===== src/rtl/rlm_pkg.sv =====
package rlm_pkg;

  localparam int TARGET_W = 40;
  localparam int T10_W    = 44;
  localparam int T100_W   = 47;
  localparam int PPS_W    = 20;
  localparam int CNT_W    = 64;
  localparam int BYTES_W  = 32;
  localparam int WAIT_W   = 48;
  localparam int CFG_IDX_W = 1;
  localparam int NUM_BINS = 8;

  localparam logic [CFG_IDX_W-1:0] REG_TARGET = 1'b0;
  localparam logic [CFG_IDX_W-1:0] REG_PPS    = 1'b1;

  localparam logic [TARGET_W-1:0] TARGET_RST = 40'd1000000;
  localparam logic [T10_W-1:0]    T10_RST    = 44'd10000000;
  localparam logic [T100_W-1:0]   T100_RST   = 47'd100000000;
  localparam logic [PPS_W-1:0]    PPS_RST    = 20'd1;

  localparam logic [1:0] BIN_MET     = 2'd0;
  localparam logic [1:0] BIN_MISS    = 2'd1;
  localparam logic [1:0] BIN_MISS10  = 2'd2;
  localparam logic [1:0] BIN_MISS100 = 2'd3;

  localparam int Q_DEPTH = 4;
  localparam int Q_PTR_W = $clog2(Q_DEPTH);

  typedef enum logic [1:0] {
    ACT_START = 2'd0,
    ACT_END   = 2'd1,
    ACT_TICK  = 2'd2
  } action_e;

  typedef enum logic [2:0] {
    RUN_IDLE     = 3'b001,
    RUN_RUNNING  = 3'b010,
    RUN_DANGLING = 3'b100
  } run_e;

  typedef enum logic [4:0] {
    BK_POP  = 5'b00001,
    BK_FOLD = 5'b00010,
    BK_MLO  = 5'b00100,
    BK_MHI  = 5'b01000,
    BK_EMIT = 5'b10000
  } back_e;

  typedef struct packed {
    logic                 we;
    logic [CFG_IDX_W-1:0] idx;
    logic [TARGET_W-1:0]  data;
  } cfg_wr_t;

  // queued operation: completed IO or an emitting tick
  typedef struct packed {
    logic               is_tick;
    logic               dir;
    logic [BYTES_W-1:0] bytes;
    logic [1:0]         bin;
  } q_entry_t;

endpackage


===== src/rtl/rlm_queue.sv =====
module rlm_queue (
  input  logic              clk_i,
  input  logic              rst_ni,
  input  logic              push_i,
  input  rlm_pkg::q_entry_t entry_i,
  input  logic              pop_i,
  output rlm_pkg::q_entry_t head_o,
  output logic              full_o,
  output logic              empty_o
);

  rlm_pkg::q_entry_t            mem_q [rlm_pkg::Q_DEPTH];
  logic [rlm_pkg::Q_PTR_W-1:0]  wr_ptr_q, rd_ptr_q;
  logic [rlm_pkg::Q_PTR_W:0]    cnt_q;

  assign full_o  = cnt_q == (rlm_pkg::Q_PTR_W+1)'(rlm_pkg::Q_DEPTH);
  assign empty_o = cnt_q == '0;
  assign head_o  = mem_q[rd_ptr_q];

  always_ff @(posedge clk_i) begin
    if (push_i) mem_q[wr_ptr_q] <= entry_i;
  end

  always_ff @(posedge clk_i or negedge rst_ni) begin
    if (!rst_ni) begin
      wr_ptr_q <= '0;
      rd_ptr_q <= '0;
      cnt_q    <= '0;
    end else begin
      if (push_i) wr_ptr_q <= wr_ptr_q + 1'b1;
      if (pop_i)  rd_ptr_q <= rd_ptr_q + 1'b1;
      if (push_i && !pop_i) begin
        cnt_q <= cnt_q + 1'b1;
      end else if (pop_i && !push_i) begin
        cnt_q <= cnt_q - 1'b1;
      end
    end
  end

  a_no_overflow: assert property (@(posedge clk_i) disable iff (!rst_ni)
    !(push_i && full_o)) else $error("queue push while full");

  a_no_underflow: assert property (@(posedge clk_i) disable iff (!rst_ni)
    !(pop_i && empty_o)) else $error("queue pop while empty");

endmodule


===== config.mk =====
export PLATFORM = sky130hd
export DESIGN_NAME = rlm_queue
export DESIGN_NICKNAME = d
export VERILOG_FILES = /design/src/rtl/rlm_pkg.sv /design/src/rtl/rlm_queue.sv
export SDC_FILE = /design/constraint.sdc
export NUM_CORES = 1
export LEC_CHECK = 0
export BUFFER_PORTS_ARGS = -buffer_cell sky130_fd_sc_hd__clkbuf_2
export CAP_MARGIN = 30
export CORE_AREA = 2 2 109 100
export DETAILED_ROUTE_END_ITERATION = 8
export DIE_AREA = 0 0 111 102
export PLACE_DENSITY = 0.81
export SETUP_SLACK_MARGIN = 0.4
export SYNTH_ARGS = -nofsm -noshare
export SYNTH_HDL_FRONTEND = slang
export SYNTH_SLANG_ARGS = --single-unit
export TNS_END_PERCENT = 10

===== constraint.sdc =====
create_clock -name clk_i -period 2.6 [get_ports clk_i]
set_clock_uncertainty 0.15 [all_clocks]
set_input_delay 0.26 -clock clk_i [delete_from_list [all_inputs] [get_ports clk_i]]
set_output_delay 0.26 -clock clk_i [all_outputs]
set_load 0.01 [all_outputs]

# [Word level (Yosys, flattened, before mapping)]
# Memories as Yosys holds them, arrays and structs flattened.
# Cells that the tools add are included.
[totals] reg_bits=7 ram_bits=144 input_bits=40 output_inout_bits=38 word_cells=19 mem_count=1
[op_classes] addsub=4 eq_ne=1 mux=4 n_reduce_logical=6
[mem_list] memory="mem_q" depth=4 width=36 read_ports=1 rd_clocked_by_memory_dff=0 wr=1 line="rlm_queue.sv:12" text="rlm_pkg::q_entry_t mem_q [rlm_pkg::Q_DEPTH];"
[op_table] cell="2-to-1 mux 3 bit" n=2
[op_table] cell="adder 2 x 1 -> 2 bit (second input constant)" n=2
[op_table] cell="adder 3 x 1 -> 3 bit (second input constant)" n=1
[op_table] cell="equality test 3 bit (second input constant)" n=1
[op_table] cell="logical NOT 3 bit" n=1
[op_table] cell="subtractor 3 x 1 -> 3 bit (second input constant)" n=1
[op_table] cell="logical AND 1 bit" n=2
[op_table] cell="logical NOT 1 bit" n=2
[op_table] cell="2-to-1 mux 1 bit" n=2
[op_table] cell="nonzero test 2 bit" n=1

# [Longest topological paths before layout]
# Gate-level depths: netlist (run 1).
[depth] word_depth=4 depth_mapped=7 mapped_depth_nobuf=7

# [Worst setup path after synthesis (run 1)]
# OpenSTA, ideal clock, no wires.
[synth_path] kind="register to register" start="reg wr_ptr_q[0] (netlist bit)" end="mem mem_q[2][0] (netlist bit) (enable)" setup_ns=0.397 arrival_ns=1.494 t_required_ns=2.053 slack_ns=0.559 stages_incl_launch_ff=4 n_path_buf=0 synth_period_minus_slack_ns=2.041 path_cell_list="dfrtp_1 > inv_1 > ha_1 > and2_1"
[synth_rtl] item="start, declared" line="rlm_queue.sv:13" text="logic [rlm_pkg::Q_PTR_W-1:0] wr_ptr_q, rd_ptr_q;"
[synth_rtl] item="start signal, assigned" line="rlm_queue.sv:30" text="if (push_i) wr_ptr_q <= wr_ptr_q + 1'b1;"
[synth_rtl] item="end, declared" line="rlm_queue.sv:12"
# Straight into the memory's write port.

==> results of run 1 <==
[Yosys cell counts, types with 2 or more instances]
| cell | number |
|---|---|
| ha_1 | 5 |
| mux4_2 | 36 |
| buf_12 | 2 |
| inv_1 | 4 |
| edfxtp_1 | 144 |
| dfrtp_1 | 7 |
| and2_1 | 4 |
| xnor2_1 | 2 |
| buf_2 | 4 |
| xor2_1 | 4 |
| nand2_1 | 2 |
[registers in the layout, indices dropped and copies added, names as in the netlist]
signal,cells
rd_ptr_q,2
cnt_q,3
mem_q,144
wr_ptr_q,2
[power by group]
| part | switching [W] | total (W) | leakage (nW) | internal (W) |
|---|---|---|---|---|
| clock network | 0.000936 | 0.00245 | 0.283 | 0.00152 |
| registers | 0.000203 | 0.00341 | 1.40 | 0.00320 |
| logic | 0.00109 | 0.00221 | 0.904 | 0.00112 |
[worst max-delay path: cells and delay by family (launching register included)]
kind	cells	cell delay, ns
buffers and inverters	2	0.35
multiplexers	1	0.54
flip-flops	1	0.47
[cell families (layout without fill, tap and decap cells)]
family / after synthesis / count (layout) / synth area share, %
multiplexers: 37 / 37 / 14.7
adder cells (fa/ha/maj): 6 / 6 / 1.47
AND/OR/NAND/NOR: 9 / 9 / 0.871
buffers and inverters: 12 / 163 / 1.67
flip-flops: 151 / 151 / 80.3
AO/OA/AOI/OAI: 1 / 1 / 0.0892
XOR/XNOR: 6 / 6 / 0.938
[final timing paths]
kind	endpoint	startpoint	slack, ns
min in group clk_i	cnt_q[2]	cnt_q[2]	0.34
max	head_o[26]	rd_ptr_q[0]	0.43
max reg2reg	mem_q[0][3]	wr_ptr_q[0]	0.78
min reg2reg	cnt_q[2]	cnt_q[2]	0.34
max in group asynchronous	rd_ptr_q[1]	rst_ni	2.01
min	wr_ptr_q[0]	rst_ni	0.09
[cell type report]
cell class	instances	area [sq um]	area share (%)
Clock inverter	14	174	2.41
Multi-Input combinational cell	59	1020	14.1
Inverter	4	15.0	0.208
Tap cell	129	161	2.23
Timing Repair Buffer	127	925	12.8
Clock buffer	18	429	5.94
Sequential cell	151	4510	62.4
[per-stage QoR]
stage	hold slack, ns	cells	total power (W)	area (sq um)	utilization (%)
floorplan	-0.186	222	0.00483	5600	-
global placement	-0.0388	429	0.00557	6210	61.4
detailed placement	-0.0343	429	0.00564	6210	61.4
CTS	0.0693	502	0.00816	7220	71.4
global route	0.0891	502	0.00843	7230	71.4
finish	0.0886	502	0.00807	7230	71.4
[per-layer routing]
layer  share of wire [%]  wire length, um  track usage (%)  vias up
met5                   0                0                0        -
met4                0.99               96             7.12        0
met3                 4.8              464             4.74        9
met2                  50             4880             29.9       79
met1                  44             4240             24.4     1402
li1                    -                -                -     1208
[what timing repair did]
action,CTS,global route
setup buffers,2,0
endpoints found under the setup margin,31,12
gates resized for setup,2,1
hold buffers,39,0
hold endpoints to repair,154,0
==> impl_metrics.tcl, run 1 <==
set metrics [dict create \
    powerDensity_nw_per_um2 1120 \
    fin_crit_sh_pct 83.3 \
    finalHoldViolations 0 \
    drt_iter0_markers 194 \
    portBuffers 77 \
    grt_util_all_layers_pct 18.3 \
    dieWidth_um 111 \
    worst-setup-path-type "flop to output pin" \
    cpPeakStageDelay_ns 0.54 \
    status "complete, no violations" \
    nNetsFinal 406 \
    crit_chain "buf_12 > mux4_2 > clkbuf_2" \
    fmax_ghz 0.462 \
    place_ws_ns 0.639 \
    leakage_nw 2.59 \
    vias 2698 \
    cp_max_fo 16 \
    synth_top_area_share_pct 77.2 \
    totalWireLength_mm 9.68 \
    ioPinCount 78 \
    clock-sinks 151 \
    synth-edff-count 144 \
    final_common_cell "edfxtp_1" \
    grt_pass1_vias 2888 \
    place_congestion 0.687 \
    start_kind "flop" \
    cp-end-kind "output pin" \
    synth_cell_type_count 19 \
    drive_gt1_share_pct 43.4 \
    area_growth_syn_to_layout_pct 29.0 \
    wire_per_inst_um 19.3 \
    globalRouteOverflowTotal 0 \
    dieArea_sq_um 11300 \
    start_util_pct 55.4 \
    cts_tree "yes" \
    slowest_stage "mux4_2" \
    route.detailed.drc 0 \
    coreArea_sq_um 10100 \
    layout_min_cycle_time_ns 2.17 \
    tns_ns 0 \
    synth_area_leader_cell "edfxtp_1" \
    final_cell_mix "edfxtp_1, clkbuf_2, dlygate4sd3_1" \
    dp_hpwl_mm 5.84 \
    drv_slew 0 \
    ctsHtreeMaxLevel 4 \
    cts_buffer_depth 2 \
    die_h_um 102 \
    drv_cap 0 \
    finalSetupViolCount 0 \
    antenna_cells 0 \
    grt_first_pass_wirelength_mm 15.1 \
    cts_buffers 17 \
    clock_latency_ns 0.40 \
    async_flop_share_pct 4.64 \
    ant_nets 0 \
    synth_nets 268 \
    worstRegToRegCells 4 \
    required_ns 2.19 \
    grt_antenna_before_repair 0 \
    seq_area_frac_synth_pct 80.3 \
    viasPerCell 5.37 \
    clk_pin_slew_ns 0.06 \
    yosys_warnings 0 \
    synth-seq-cells 151 \
    synth_cells 222 \
    rsz0062_at_grt "true" \
    finalWorstSetupSlack_ns 0.434 \
    rows 35 \
    avgSynthCellArea_sq_um 25.2 \
    syn-cell-area_sq_um 5600 \
    drt_first_pass_iters 4 \
    arrival_ns 1.76 \
    grt_max_degree 25 \
    root_buffer "clkbuf_16" \
    synthTopCellsByArea "edfxtp_1, mux4_2, dfrtp_1" \
    num-fill-cells 626 \
    synthFlopType "edfxtp_1" \
    tightest_slew_ns 0.481 \
    hold_class "input port to asynchronous set/reset pin" \
    peakVddDrop_v 0.000596 \
    max_slew_margin_pct 67.9 \
]
Power figures use the tool's default switching activity.
==> run 2, diff against run 1 <==
Clock period 2.6 ns to 2 ns, I/O delays scaled along.
==> run 2 against run 1 <==
  * The flow now finishes with violations (negative setup slack)
  * Count of clock-buffer cells in the layout stayed put
  * Clock power rose by 41%
  * Global-route usage is 0.71 points higher
  * Cell area up 2.2%
  * Largest cell class unchanged
  * Worst setup slack lost 0.56 ns
  * Sequential power up 28%
  * Routed wire length grew 4.5%
  * Sequential share of layout area down 1.4 points
  * Core utilization increased by 1.5 points
  * Critical endpoint is now head_o[3]
  * Worst hold slack got worse by 0.066 ns
  * Final cell count is 0.80% higher
  * Non-clock buffer count increased by 4
==> impl_metrics.tcl, run 2 (same netlist as run 1, synthesis figures left out) <==
set metrics [dict create \
    drv_slew 0 \
    violations "negative setup slack" \
    p_comb_share_pct 28.8 \
    place_ws_ns 0.305 \
    worstRegToRegCells 4 \
    coreArea_sq_um 10100 \
    ant_nets 0 \
    cp.depth 4 \
    design_power_total_w 0.0110 \
    globalRouteOverflowTotal 0 \
    largestRegisters "mem_q (144), cnt_q (3)" \
    hold_class "input port to asynchronous set/reset pin" \
    die_h_um 102 \
    largest_reg_flops 144 \
    rows 35 \
    start_util_pct 55.4 \
    grt_antenna_before_repair 0 \
    vias 2735 \
    power_switching_w 0.00301 \
    cts_buffers 17 \
    p_sw_share_pct 27.3 \
    cp_max_fo 5 \
    critical-path-top-delay-family "multiplexers" \
    regMostFlops "mem_q" \
    required_ns 1.65 \
    ioPinCount 78 \
    final_area_sq_um 7380 \
    finalHoldViolations 0 \
    nNetsFinal 410 \
    cts_buffer_depth 2 \
    start_kind "flop" \
    tns_ns -2.97 \
    status "finished, violations left" \
    final_common_cell "edfxtp_1" \
    grt_pass1_vias 2885 \
    seqPwrFrac_pct 39.8 \
    clock_latency_ns 0.40 \
    critPathBufInv 3 \
    finalWorstSetupSlack_ns -0.126 \
    drv_cap 0 \
    worst-setup-path-type "flop to output pin" \
    power.share.clock_pct 31.4 \
    grt_first_pass_wirelength_mm 15.6 \
    place_congestion 0.704 \
    area_growth_syn_to_layout_pct 31.7 \
    rsz0062_at_grt "true" \
    dpl_cell_area_sq_um 6230 \
    drt_first_pass_iters 4 \
    max_slew_margin_pct 79.2 \
    utilization_pct 73.0 \
    finalSetupViolCount 36 \
    clk_pin_slew_ns 0.06 \
    totalWireLength_mm 10.1 \
    leakage_nw 2.65 \
    cp-end-kind "output pin" \
    ctsHtreeMaxLevel 4 \
    route.detailed.drc 0 \
    wire_per_inst_um 20.0 \
    cts_tree "yes" \
    drt_iter0_markers 195 \
    drive_gt1_share_pct 46.2 \
    fin_crit_sh_pct 106 \
    arrival_ns 1.78 \
    grt_util_all_layers_pct 19.0 \
    clock-sinks 151 \
    grt_max_degree 24 \
    root_buffer "clkbuf_16" \
    slowest_stage "mux4_2" \
    portBuffers 77 \
    tightest_slew_ns 0.312 \
    cpPeakStageDelay_ns 0.50 \
    viasPerCell 5.41 \
    dp_hpwl_mm 5.96 \
    powerDensity_nw_per_um2 1490 \
    crit_chain "buf_12 > clkbuf_16 > mux4_2 > clkbuf_2" \
    intPower_w 0.00799 \
    fmax_ghz 0.470 \
    dieWidth_um 111 \
    layout_min_cycle_time_ns 2.13 \
    final_cell_mix "edfxtp_1, clkbuf_2, dlygate4sd3_1" \
    antenna_cells 0 \
    peakVddDrop_v 0.000812 \
    dieArea_sq_um 11300 \
]
-- run 2: cell count changes in the layout (fill, tap and decap cells not counted), sizes merged --
cell      previous run  this run
buf                 11        19
clkbuf              95        91
clkinvlp             4         2
inv                  7         8
clkinv               4         3
bufinv               3         5
-- run 2: cell type report --
class                      count  area [sq um]
tap                          129           161
sequential                   151          4500
clock buffer                  18           429
inverter                       4          15.0
timing repair buffer         131           996
clock inverter                14           220
multi-input combinational     59          1060
fill                         595          2730
-- run 2: power groups by stage --
| stage | sequential [W] | clock, W | combinational (W) |
|---|---|---|---|
| detailed placement | 0.00441 | 0 | 0.00293 |
| global placement | 0.00436 | 0 | 0.00291 |
| CTS | 0.00435 | 0.00350 | 0.00303 |
| finish | 0.00438 | 0.00345 | 0.00316 |
| floorplan | 0.00433 | 0 | 0.00194 |
| global route | 0.00443 | 0.00363 | 0.00339 |
-- run 2: worst register-to-register path, cell delays in order (launching register included) --
cell	delay, ns
dfrtp_1	0.41
inv_2	0.13
ha_4	0.14
and2_4	0.23
buf_12	0.21
-- run 2: stage by stage --
step / hold WS [ns] / instances
5_1_grt: 0.0151 / 506
3_3_place_gp: -0.0980 / 432
2_1_floorplan: -0.246 / 222
6_report: 0.0229 / 506
4_1_cts: 0.0146 / 503
3_5_place_dp: -0.0926 / 432
-- run 2: final timing paths --
check / start / end / slack [ns]
worst max register to register: wr_ptr_q[1] / mem_q[0][29] / 0.42
max in group asynchronous: rst_ni / rd_ptr_q[1] / 1.47
worst min-delay path: rst_ni / cnt_q[0] / 0.02
min in group clk_i: pop_i / cnt_q[0] / 0.09
worst min register to register: cnt_q[2] / cnt_q[2] / 0.37
worst max-delay path: rd_ptr_q[0] / head_o[3] / -0.13
-- run 2: per-layer routing --
| metal | routed length (um) | share of wire, % | up-vias | GRT usage [%] |
|---|---|---|---|---|
| met5 | 0 | 0 | - | 0 |
| met4 | 119 | 1.2 | 0 | 7.31 |
| met3 | 544 | 5.4 | 14 | 5.69 |
| li1 | - | - | 1229 | - |
| met2 | 5370 | 53 | 87 | 32.6 |
| met1 | 4080 | 40 | 1405 | 23.5 |
-- run 2: what timing repair did --
item                                    4_1_cts  5_1_grt
endpoints found under the setup margin       94      122
resized for setup                             2       19
pin swaps                                     0        3
hold buffers                                 39        0
endpoints found under the hold margin       155        0
setup buffers                                 0        1
gates cloned                                  0        2
