===== src/rtl/rlm_pkg.sv =====
package rlm_pkg;

  localparam int TARGET_W = 40;
  localparam int T10_W    = 44;
  localparam int T100_W   = 47;
  localparam int PPS_W    = 20;
  localparam int CNT_W    = 64;
  localparam int BYTES_W  = 32;
  localparam int WAIT_W   = 48;
  localparam int CFG_IDX_W = 1;
  localparam int NUM_BINS = 8;

  localparam logic [CFG_IDX_W-1:0] REG_TARGET = 1'b0;
  localparam logic [CFG_IDX_W-1:0] REG_PPS    = 1'b1;

  localparam logic [TARGET_W-1:0] TARGET_RST = 40'd1000000;
  localparam logic [T10_W-1:0]    T10_RST    = 44'd10000000;
  localparam logic [T100_W-1:0]   T100_RST   = 47'd100000000;
  localparam logic [PPS_W-1:0]    PPS_RST    = 20'd1;

  localparam logic [1:0] BIN_MET     = 2'd0;
  localparam logic [1:0] BIN_MISS    = 2'd1;
  localparam logic [1:0] BIN_MISS10  = 2'd2;
  localparam logic [1:0] BIN_MISS100 = 2'd3;

  localparam int Q_DEPTH = 4;
  localparam int Q_PTR_W = $clog2(Q_DEPTH);

  typedef enum logic [1:0] {
    ACT_START = 2'd0,
    ACT_END   = 2'd1,
    ACT_TICK  = 2'd2
  } action_e;

  typedef enum logic [2:0] {
    RUN_IDLE     = 3'b001,
    RUN_RUNNING  = 3'b010,
    RUN_DANGLING = 3'b100
  } run_e;

  typedef enum logic [4:0] {
    BK_POP  = 5'b00001,
    BK_FOLD = 5'b00010,
    BK_MLO  = 5'b00100,
    BK_MHI  = 5'b01000,
    BK_EMIT = 5'b10000
  } back_e;

  typedef struct packed {
    logic                 we;
    logic [CFG_IDX_W-1:0] idx;
    logic [TARGET_W-1:0]  data;
  } cfg_wr_t;

  // queued operation: completed IO or an emitting tick
  typedef struct packed {
    logic               is_tick;
    logic               dir;
    logic [BYTES_W-1:0] bytes;
    logic [1:0]         bin;
  } q_entry_t;

endpackage


===== src/rtl/rlm_if.sv =====
interface rlm_in_if;
  logic        valid;
  logic        ready;
  logic [1:0]  action;
  logic        direction;
  logic [31:0] byte_count;
  logic [47:0] wait_time;

  modport source(output valid, action, direction, byte_count, wait_time, input ready);
  modport sink(input valid, action, direction, byte_count, wait_time, output ready);
endinterface



===== src/rtl/rlm_front.sv =====
module rlm_front #(
  parameter int OUTSTANDING_BITS = 32
) (
  input  logic                clk_i,
  input  logic                rst_ni,
  input  rlm_pkg::cfg_wr_t    cfg_i,
  rlm_in_if.sink              in_i,
  input  logic                q_full_i,
  output logic                push_o,
  output rlm_pkg::q_entry_t   entry_o
);

  logic [rlm_pkg::TARGET_W-1:0] target_q;
  logic [rlm_pkg::T10_W-1:0]    t10_q, t10_d;
  logic [rlm_pkg::T100_W-1:0]   t100_q, t100_d;
  logic [OUTSTANDING_BITS-1:0]  outst_q, outst_d;
  rlm_pkg::run_e                run_q, run_d;
  logic                         accept;
  logic                         emit;
  logic                         is_end;
  logic                         is_tick;
  logic [1:0]                   bin;

  assign in_i.ready = ~q_full_i;
  assign accept     = in_i.valid & in_i.ready;

  assign t10_d  = ({4'b0, cfg_i.data} << 3) + ({4'b0, cfg_i.data} << 1);
  assign t100_d = ({7'b0, cfg_i.data} << 6) + ({7'b0, cfg_i.data} << 5) +
                  ({7'b0, cfg_i.data} << 2);

  always_comb begin
    if (in_i.wait_time <= {8'b0, target_q}) begin
      bin = rlm_pkg::BIN_MET;
    end else if (in_i.wait_time <= {4'b0, t10_q}) begin
      bin = rlm_pkg::BIN_MISS;
    end else if (in_i.wait_time <= {1'b0, t100_q}) begin
      bin = rlm_pkg::BIN_MISS10;
    end else begin
      bin = rlm_pkg::BIN_MISS100;
    end
  end

  always_comb begin
    outst_d = outst_q;
    run_d   = run_q;
    emit    = 1'b0;
    is_end  = 1'b0;
    is_tick = 1'b0;
    unique case (rlm_pkg::action_e'(in_i.action))
      rlm_pkg::ACT_START: begin
        if (outst_q != '1) outst_d = outst_q + 1'b1;
        if (run_q == rlm_pkg::RUN_IDLE) run_d = rlm_pkg::RUN_RUNNING;
      end
      rlm_pkg::ACT_END: begin
        is_end = 1'b1;
        if (outst_q != '0) outst_d = outst_q - 1'b1;
      end
      rlm_pkg::ACT_TICK: begin
        is_tick = 1'b1;
        unique case (run_q)
          rlm_pkg::RUN_RUNNING: begin
            emit = 1'b1;
            if (outst_q == '0) run_d = rlm_pkg::RUN_DANGLING;
          end
          rlm_pkg::RUN_DANGLING: begin
            emit  = 1'b1;
            run_d = (outst_q != '0) ? rlm_pkg::RUN_RUNNING : rlm_pkg::RUN_IDLE;
          end
          default: run_d = rlm_pkg::RUN_IDLE;
        endcase
      end
      default: ;
    endcase
  end

  assign push_o          = accept & (is_end | emit);
  assign entry_o.is_tick = is_tick;
  assign entry_o.dir     = in_i.direction;
  assign entry_o.bytes   = in_i.byte_count;
  assign entry_o.bin     = bin;

  always_ff @(posedge clk_i or negedge rst_ni) begin
    if (!rst_ni) begin
      target_q <= rlm_pkg::TARGET_RST;
      t10_q    <= rlm_pkg::T10_RST;
      t100_q   <= rlm_pkg::T100_RST;
      outst_q  <= '0;
      run_q    <= rlm_pkg::RUN_IDLE;
    end else begin
      if (cfg_i.we && cfg_i.idx == rlm_pkg::REG_TARGET) begin
        target_q <= cfg_i.data;
        t10_q    <= t10_d;
        t100_q   <= t100_d;
      end
      if (accept) begin
        outst_q <= outst_d;
        run_q   <= run_d;
      end
    end
  end

endmodule


===== src/flat_wrapper.sv =====
// flat-port wrapper written by rule: the top's interface ports become plain ports
module rlm_front_flat 
#(
  parameter int OUTSTANDING_BITS = 32
)
  (clk_i, rst_ni, cfg_i, q_full_i, push_o, entry_o, in_i_valid, in_i_action, in_i_direction, in_i_byte_count, in_i_wait_time, in_i_ready);
  rlm_in_if in_i_i ();
  input  logic clk_i;
  input  logic rst_ni;
  input  rlm_pkg::cfg_wr_t cfg_i;
  input  logic q_full_i;
  output logic push_o;
  output rlm_pkg::q_entry_t entry_o;
  input wire logic [$bits(in_i_i.valid)-1:0] in_i_valid;
  input wire logic [$bits(in_i_i.action)-1:0] in_i_action;
  input wire logic [$bits(in_i_i.direction)-1:0] in_i_direction;
  input wire logic [$bits(in_i_i.byte_count)-1:0] in_i_byte_count;
  input wire logic [$bits(in_i_i.wait_time)-1:0] in_i_wait_time;
  output wire logic [$bits(in_i_i.ready)-1:0] in_i_ready;
  assign in_i_i.valid = in_i_valid;
  assign in_i_i.action = in_i_action;
  assign in_i_i.direction = in_i_direction;
  assign in_i_i.byte_count = in_i_byte_count;
  assign in_i_i.wait_time = in_i_wait_time;
  assign in_i_ready = in_i_i.ready;
  rlm_front #(.OUTSTANDING_BITS(OUTSTANDING_BITS)) u_core (.clk_i(clk_i), .rst_ni(rst_ni), .cfg_i(cfg_i), .in_i(in_i_i), .q_full_i(q_full_i), .push_o(push_o), .entry_o(entry_o));
endmodule

===== config.mk =====
export PLATFORM = sky130hd
export DESIGN_NAME = rlm_front_flat
export DESIGN_NICKNAME = d
export VERILOG_FILES = /design/src/rtl/rlm_pkg.sv /design/src/rtl/rlm_if.sv /design/src/rtl/rlm_front.sv /design/src/flat_wrapper.sv
export SDC_FILE = /design/constraint.sdc
export NUM_CORES = 1
export LEC_CHECK = 0
export ABC_AREA = 1
export BUFFER_PORTS_ARGS = -buffer_cell sky130_fd_sc_hd__buf_2
export CORE_UTILIZATION = 60
export DETAILED_ROUTE_END_ITERATION = 6
export PLACE_DENSITY = 0.89
export SYNTH_ARGS = -nofsm -noshare
export SYNTH_HDL_FRONTEND = slang
export SYNTH_SLANG_ARGS = --single-unit

===== constraint.sdc =====
create_clock -name clk_i -period 4.1 [get_ports clk_i]
set_input_delay 0.41 -clock clk_i [delete_from_list [all_inputs] [get_ports clk_i]]
set_output_delay 0.41 -clock clk_i [all_outputs]
set_load 0.005 [all_outputs]

-- After elaboration in Yosys (flattened, before gate mapping)
Cells that the tools add are included.
- equality and inequality tests: 10
- mux-type cells: 15
- $lt $le $gt $ge: 3
- add/subtract/negate cells: 5
- reductions and logical operators: 9
- bitwise operators: 5
- operators with widths (cell ; count):
    32-bit two-way mux ; 2
    32-bit one-hot mux with 2 select lines ; 1
    48-bit by 40-bit <= comparator with 1-bit output ; 1
    48-bit by 44-bit <= comparator with 1-bit output ; 1
    48-bit by 47-bit <= comparator with 1-bit output ; 1
    46-bit by 45-bit adder with 47-bit output ; 1
    47-bit by 42-bit adder with 47-bit output ; 1
    43-bit by 41-bit adder with 44-bit output ; 1
    32-bit by 1-bit adder with 32-bit output (second input constant) ; 1
    32-bit logical NOT ; 1
    32-bit inequality test (second input constant) ; 1
    32-bit nonzero test ; 1
    32-bit by 1-bit subtractor with 32-bit output (second input constant) ; 1
    3-bit one-hot mux with 2 select lines ; 2
    4-bit AND reduction ; 2
    2-bit two-way mux ; 3
    3-bit two-way mux ; 2
    2-bit by 1-bit inequality test with 1-bit output (second input constant) ; 3
    1-bit two-way mux ; 5
    2-bit nonzero test ; 2
    3-bit by 1-bit == test with 1-bit output (second input constant) ; 1
    3-bit by 2-bit == test with 1-bit output (second input constant) ; 1
    3-bit == test (second input constant) ; 1
    3-bit by 2-bit inequality test with 1-bit output (second input constant) ; 1
    other kinds (8) ; 10
- input port bits: 129
- output and inout bits: 38
- logic and storage cells: 52
- register bits: 166

-- Logic depth before layout (Yosys ltp)
Gate-level depths: netlist (run 1).
- word-level depth: 6
- mapped depth: 17
- mapped depth without buffers: 17

-- Least setup slack after synthesis (run 1)
OpenSTA, ideal clock, no wires.
- path type: input to register
- start: input in_i_action[0]
- end: register u_core.outst_q[26]
- path buffers: 0
- stages on the path: 14
- arrival time: 3.070 ns
- setup time: 0.118 ns
- path slack: 0.912 ns
- required time: 3.982 ns
- cells stage by stage: inv_1 -> nor2_1 -> inv_1 -> fa_1 -> o21ai_2 -> nand2_1 -> nand2_1 -> nand2_1 -> nand2_1 -> nand2_1 -> nand3_1 -> nand2_1 -> nand3_1 -> nand2_1
- word-level cells in the longest chain between the ends: 3
- elaborated cells between the ends (all ways): 7
- classes of those cells: eq/ne: 3; mux: 1; reduce/logical: 3
- RTL lines (element ; RTL line ; RTL):
    from (decl) ; flat_wrapper.sv:15 ; input wire logic [$bits(in_i_i.action)-1:0] in_i_action;
    2-bit by 1-bit == test with 1-bit output or 2-bit logical NOT (tied branches) ; rlm_front.sv:49 ; unique case (rlm_pkg::action_e'(in_i.action))
    2-bit by 1-bit inequality test with 1-bit output (no source line) or 2-bit nonzero test (tied branches) ; n/a ;
    4-bit AND reduction (no source line) ; n/a ;
    to (signal assigned) ; rlm_front.sv:96 ; outst_q <= outst_d;
    to (decl) ; rlm_front.sv:16 ; logic [OUTSTANDING_BITS-1:0] outst_q, outst_d;
Parallel ways exist; a longest one is shown, timed or not.
A chain may end at the register's enable or synchronous reset.

==> flow_summary_export.csv, run 1 <==
group,metric,value,unit
run_status,outcome,"finished with violations",
run_status,violations,"hold timing",
cells_and_area,layout-drive-gt1-share,6.42,%
drt,drtIter0Drc,1558,
timing,finalSetupTns,0,ns
critical_path,timing.rr.end,"u_core.outst_q[1]",
drt,wl_per_cell,16.2,um
timing,hold_slack,-0.0308,ns
placement,place_inst,3253,
critical_path,path_class,"reg -> out",
clock_tree,root_buffer,"clkbuf_16",
timing,hold_viol_final,19,
power,vdd_drop_max,0.000343,V
synth,synth.distinct_cells,44,
global_route,grt_pass1_vias,17900,
cells_and_area,nets,3291,
drt,first_pass_iters,6,
drt,finalWirelength,53300,um
critical_path,cp_max_fo,2,
global_route,grtUsageTotal,35.4,%
cells_and_area,areaGrowthSynthToFinish,6.74,%
synth,syn_inst,2821,
drt,ant_nets,0,
global_route,global_route.overflow_total,0,
timing,skew,0.0122,ns
power,p_total,7.87,mW
critical_path,critPathSlowestCell,"dfrtp_1",
placement,portBuffers,100,
floorplan,die_h,176,um
critical_path,endpoint_kind,"primary output",
drt,vias_per_cell,5.63,
synth,ys_seq_area_share,22.0,%
job,cap_violations,0,
critical_path,startpoint_type,"register",
timing,setup-violations-final,0,
floorplan,core_area,29600,sq um
placement,placed_cell_area,18800,sq um
critical_path,rr_startpoint,"u_core.outst_q[27]",
floorplan,die-area,30900,sq um
timing,finalCritPeriodShare,77.0,%
synth,ys_warn_count,0,
clock_tree,cts_buffer_depth,2,
clock_tree,ctsHoldBuffers,0,
timing,tightest_slew,1.01,ns
timing,relSlewSlack,32.5,%
cells_and_area,layout.cells.non_filler,3287,
global_route,grt_start_max_net_pins,98,
clock_tree,clock_latency,0.46,ns
floorplan,die_x,176,um
drt,vias,18500,
min_path,hold_class,"in -> async",
critical_path,worstRegToRegCells,8,
synth,syn_area,18100,sq um
critical_path,crit_chain,"inv_1 > ha_1 > nand2_1 > inv_1 > nand3_1 > nor2_1 > nand3_1 > nor2_1 > nand2_1 > nand3_1 > nand2_1 > a21oi_1 > buf_2",
placement,dp_hpwl,43400,um
clock_tree,clock-sinks,158,
synth,ys_ff_latch,158,
power,p_leak,10.7,nW
timing,drv_slew,0,
timing,period_minus_slack,3.16,ns
clock_tree,cts_tree,"done",
clock_tree,cts_max_level,4,
clock_tree,cts_resized,0,
synth,synthesis.nets,3230,
clock_tree,cts_setup_buffers,0,
global_route,antenna_found_initial,1,
critical_path,cp_slowest_stage_delay,0.43,ns
placement,gp_congestion,0.988,
clock_tree,clkTransAtPathRegs,0.07,ns
synth,synth.avg_cell_area,6.42,sq um
critical_path,reg2reg_slack,1.55,ns
timing,max_freq,0.317,GHz
clock_tree,cts_buffers,17,
floorplan,start_util,61.1,%
critical_path,cp.required,3.69,ns
floorplan,ioPinCount,167,
drt,drc_errors,0,
power,p_per_area,407,nW/um^2
floorplan,rows,63,
global_route,grt_pass1_wl,86300,um
critical_path,cp.arrival,2.75,ns
cells_and_area,postLayoutCellArea,19300,sq um
timing,rsz0062_at_grt,"false",
[how the worst max path moves through the flow]
stage                           start                 end  slack [ns]  cells after the start
global placement             cfg_i[4]   u_core.t100_q[28]        1.02                     13
CTS                 u_core.t100_q[46]          entry_o[0]        0.99                     11
floorplan              in_i_action[0]  u_core.outst_q[26]        0.91                     14
detailed placement           cfg_i[4]   u_core.t100_q[28]        1.02                     13
global route         u_core.t10_q[15]          entry_o[1]        0.90                     14
finish              u_core.t100_q[42]          entry_o[0]        0.94                     13
[Yosys cell counts (all sizes together)]
cell / count / area share (%)
a22oi: 2 / 0.083
nor4: 5 / 0.17
nor2b: 1 / 0.035
clkbuf: 18 / 0.37
nand2: 946 / 20
o21a: 5 / 0.21
nand4: 23 / 0.79
xnor2: 29 / 1.4
or2: 10 / 0.35
ha: 241 / 17
and3: 1 / 0.035
nor3b: 1 / 0.041
dfstp: 28 / 4.1
nand3: 144 / 4.0
a21o: 7 / 0.29
nand3b: 20 / 0.83
a21oi: 168 / 4.6
o21bai: 12 / 0.52
o22ai: 6 / 0.21
a211oi: 1 / 0.041
nor2: 242 / 5.1
fa: 39 / 4.3
nor3: 23 / 0.66
and2: 2 / 0.069
o211ai: 2 / 0.083
xor2: 18 / 0.87
a31oi: 5 / 0.17
inv: 475 / 9.8
a21boi: 4 / 0.17
o21ai: 165 / 4.6
dfrtp: 130 / 18
buf: 48 / 1.9
[power by group]
part	total (mW)	switching, mW	internal, mW	leakage (nW)
Sequential	2.33	0.319	2.01	1.90
Combinational	3.97	2.55	1.42	8.52
Clock	1.57	0.753	0.818	0.265
[final cells by class]
| type | count | area (sq um) |
|---|---|---|
| fillers | 2691 | 10300 |
| well taps | 390 | 488 |
| flip-flops and latches | 158 | 3990 |
| repair buffers | 108 | 567 |
| clock inverters | 13 | 104 |
| diodes | 2 | 5.00 |
| clock buffers | 19 | 453 |
| inverters | 475 | 1780 |
| multi-input cells | 2122 | 12000 |
[sequential cells by signal (all words and copies together), names as in the netlist]
signal,count
u_core.t10_q,41
u_core.run_q,3
u_core.target_q,37
u_core.outst_q,32
u_core.t100_q,45
[cells in the final DEF, fill, tap and decap left out, types with 20 or more instances in the layout]
cell type	synthesis	layout
ha_1	241	241
dfstp_2	28	28
nand4_1	23	23
nor2_1	238	236
buf_2	12	99
xnor2_1	29	29
o21ai_0	160	160
fa_1	39	39
nand3_1	143	143
nand3b_1	20	20
inv_1	472	472
nor3_1	22	22
nand2_1	945	945
a21oi_1	168	168
dfrtp_1	130	130
[logic make-up (layout without fill, tap and decap cells)]
| group | Yosys count | count (layout) | share of synthesized area (%) |
|---|---|---|---|
| AND/OR/NAND/NOR | 1418 | 1418 | 31.7 |
| buffers and inverters | 541 | 615 | 12.1 |
| AO/OA/AOI/OAI | 377 | 377 | 11.0 |
| adder cells (fa/ha/maj) | 280 | 280 | 21.0 |
| flip-flops | 158 | 158 | 22.0 |
| XOR/XNOR | 47 | 47 | 2.27 |
| other | 0 | 2 | 0 |
[through the flow]
| stage | hold WS (ns) | setup slack, ns | util, % |
|---|---|---|---|
| floorplan | 0.114 | 0.912 | - |
| global placement | 0.461 | 1.02 | 63.4 |
| detailed placement | 0.466 | 1.02 | 63.4 |
| CTS | 0.00753 | 0.992 | 65.2 |
| global route | 0.0300 | 0.902 | 65.2 |
| finish | -0.0308 | 0.945 | 65.3 |
[routing by layer]
layer	routed length [um]	part of all wire (%)	vias to the layer above	global-route usage (%)
met5	0	0	-	0
met4	2450	4.6	0	17.1
met3	3740	7.0	162	4.46
met2	25200	47	725	60.6
met1	21900	41	8578	43.8
li1	-	-	9033	-
[worst max-delay path, delay by kind of cell (launching register included)]
family                     cells  cell delay, ns
DFF                            1            0.43
adders and majority gates      1            0.27
buffers and inverters          3            0.27
AOI/OAI and AO/OA              1            0.20
and+or+nand+nor                8            1.12
Note: power is estimated with default switching activity, not from simulation.
==> run 2: changes to the inputs <==
clock period = 3.1 ns   (was 4.1 ns; I/O delays follow)
==> run 2 against run 1 <==
  * The flow now finishes without violations
  * Non-clock buffer count increased by 2
  * Routed wire length increased by 3.3%
  * Hold slack improved by 0.23 ns
  * Global-route usage increased by 1.6 points
  * Cell area increased by 0.44%
  * Critical endpoint unchanged
  * Highest routed layer unchanged
==> flow_summary_export.csv, run 2 (synthesis gave the netlist of run 1 again) <==
group,metric,value,unit
global_route,grt_pass1_wl,90200,um
critical_path,critPathSlowestCell,"a21oi_1",
global_route,grtUsageTotal,36.9,%
min_path,hold_depth,3,
clock_tree,root_buffer,"clkbuf_16",
critical_path,endpoint_kind,"primary output",
power,power_frac_seq,29.4,%
placement,gp_congestion,0.978,
timing,setup-violations-final,0,
global_route,grt.busiest_layer,"met2",
cells_and_area,layout-drive-gt1-share,6.53,%
cells_and_area,multiInputGateArea,12000,sq um
cells_and_area,postLayoutCellArea,19400,sq um
cells_and_area,layout.cells.non_filler,3290,
critical_path,timing.rr.end,"u_core.outst_q[10]",
cells_and_area,largestRegisters,"u_core.t100_q x45, u_core.t10_q x41, u_core.target_q x37",
clock_tree,cts_max_level,4,
cells_and_area,layout_commonest_cell,"nand2_1",
global_route,grt_start_max_net_pins,150,
timing,rsz0062_at_grt,"false",
placement,portBuffers,100,
floorplan,rows,63,
power,p_per_area,542,nW/um^2
critical_path,reg2reg_slack,0.68,ns
power,p_sw,4.85,mW
min_path,hold_class,"in -> reg",
critical_path,crit_chain,"inv_1 > ha_1 > nand2_1 > inv_1 > nor3_1 > nand2_1 > a21oi_1 > nand2_1 > nor2_1 > nor2_1 > a21oi_1 > buf_2",
critical_path,rr_startpoint,"u_core.outst_q[24]",
clock_tree,clock-sinks,158,
timing,max_freq,0.331,GHz
floorplan,start_util,61.1,%
cells_and_area,fillerInstances,2661,
global_route,met3_usage,5.22,%
power,vdd_drop_max,0.000440,V
floorplan,die_h,176,um
drt,vias,18600,
global_route,antenna_found_initial,1,
cells_and_area,top_register,"u_core.t100_q",
clock_tree,cts_tree,"done",
placement,place_inst,3254,
min_path,holdPathEnd,"u_core.target_q[9]",
global_route,global_route.overflow_total,0,
floorplan,ioPinCount,167,
power,power.internal,5.67,mW
drt,first_pass_iters,6,
floorplan,die-area,30900,sq um
power,p_total,10.5,mW
critical_path,critPathTopFamily,"simple AND/OR/NAND/NOR gates",
timing,finalSetupTns,0,ns
run_status,outcome,"finished, final reports clean",
power,clkPwrFrac,20.1,%
critical_path,cp.arrival,2.71,ns
cells_and_area,largest_register_ffs,45,
critical_path,cp_slowest_stage_delay,0.50,ns
critical_path,cp_num_buf_inv,3,
drt,drc_errors,0,
critical_path,cp_max_fo,3,
cells_and_area,register_area,3990,sq um
timing,hold_slack,0.200,ns
critical_path,cp.required,2.79,ns
clock_tree,cts_buffers,17,
global_route,grt_pass1_vias,18600,
timing,tightest_slew,0.872,ns
timing,skew,0.0119,ns
timing,finalCritPeriodShare,97.5,%
timing,hold_viol_final,0,
timing,relSlewSlack,41.7,%
min_path,hold_start,"cfg_i[9]",
power,p_leak,10.7,nW
drt,wl_per_cell,16.7,um
clock_tree,clock_latency,0.45,ns
critical_path,crit_top_cell,"nand2_1",
global_route,grtUsageMet1,46.7,%
critical_path,worstRegToRegCells,10,
timing,drv_slew,0,
cells_and_area,final_cell_mix,"nand2_1 (945), inv_1 (472), ha_1 (241)",
cells_and_area,areaGrowthSynthToFinish,7.21,%
cells_and_area,nets,3293,
critical_path,startpoint_type,"register",
global_route,use_met2,61.6,%
drt,drtIter0Drc,1642,
power,comb_power_share,50.5,%
drt,ant_nets,0,
power,switching_share,46.1,%
critical_path,path_class,"reg -> out",
timing,period_minus_slack,3.02,ns
clock_tree,clkTransAtPathRegs,0.07,ns
placement,dp_hpwl,44200,um
floorplan,die_x,176,um
floorplan,core_area,29600,sq um
placement,placed_cell_area,18800,sq um
drt,finalWirelength,55100,um
job,cap_violations,0,
drt,vias_per_cell,5.66,
clock_tree,cts_buffer_depth,2,
==> run 2: what timing repair did <==
| action | CTS | global route |
|---|---|---|
| hold buffers | 1 | 0 |
| gates resized for setup | 0 | 3 |
| setup endpoints to repair | 0 | 2 |
| buffers inserted | 0 | 0 |
| hold endpoints to repair | 43 | 0 |
==> run 2: worst reg2reg max path, cell delays in order (launching register included) <==
cell	delay, ns
dfrtp_1	0.43
nand2_1	0.09
nor2_1	0.05
nand3_1	0.06
nor3_1	0.08
nand3_1	0.10
nand2_1	0.08
nor2_4	0.67
inv_2	0.48
nand2_1	0.17
o21ai_0	0.09
==> run 2: stage by stage <==
stage / worst slack (ns) / utilization, %
after floorplan: 0.0121 / -
after global placement: 0.166 / 63.6
after detailed placement: 0.160 / 63.6
after CTS: 0.0761 / 65.5
after global routing: 0.0123 / 65.5
final: 0.0783 / 65.5
==> run 2: worst max path at each step <==
| stage | startpoint | slack, ns | to | cells past startpoint |
|---|---|---|---|---|
| floorplan | in_i_action[0] | 0.01 | u_core.outst_q[26] | 14 |
| global placement | cfg_i[1] | 0.17 | u_core.t100_q[28] | 13 |
| detailed placement | cfg_i[1] | 0.16 | u_core.t100_q[28] | 13 |
| CTS | u_core.t100_q[46] | 0.08 | entry_o[0] | 11 |
| global route | u_core.t10_q[43] | 0.01 | entry_o[0] | 12 |
| finish | u_core.t10_q[43] | 0.08 | entry_o[0] | 12 |
==> run 2: power groups by stage <==
stage | Combinational, mW | Sequential, mW | Clock, mW
2_1_floorplan | 3.81 | 2.95 | 0
3_3_place_gp | 4.94 | 3.07 | 0
3_5_place_dp | 5.17 | 3.10 | 0
4_1_cts | 5.21 | 3.07 | 2.11
5_1_grt | 6.03 | 3.14 | 2.21
6_report | 5.32 | 3.09 | 2.12
==> run 2: routing by layer <==
| layer | vias up | routed length, um |
|---|---|---|
| li1 | 9028 | - |
| met1 | 8614 | 22600 |
| met5 | - | 0 |
| met4 | 0 | 2630 |
| met3 | 174 | 4200 |
| met2 | 798 | 25700 |
==> run 2: layout make-up <==
class | instances | area share (%)
Clock buffer | 17 | 2.19
Sequential cell | 158 | 20.5
Multi-Input combinational cell | 2122 | 61.6
Clock inverter | 14 | 0.702
Tap cell | 390 | 2.51
Antenna cell | 4 | 0.0515
Inverter | 475 | 9.18
Timing Repair Buffer | 110 | 3.27
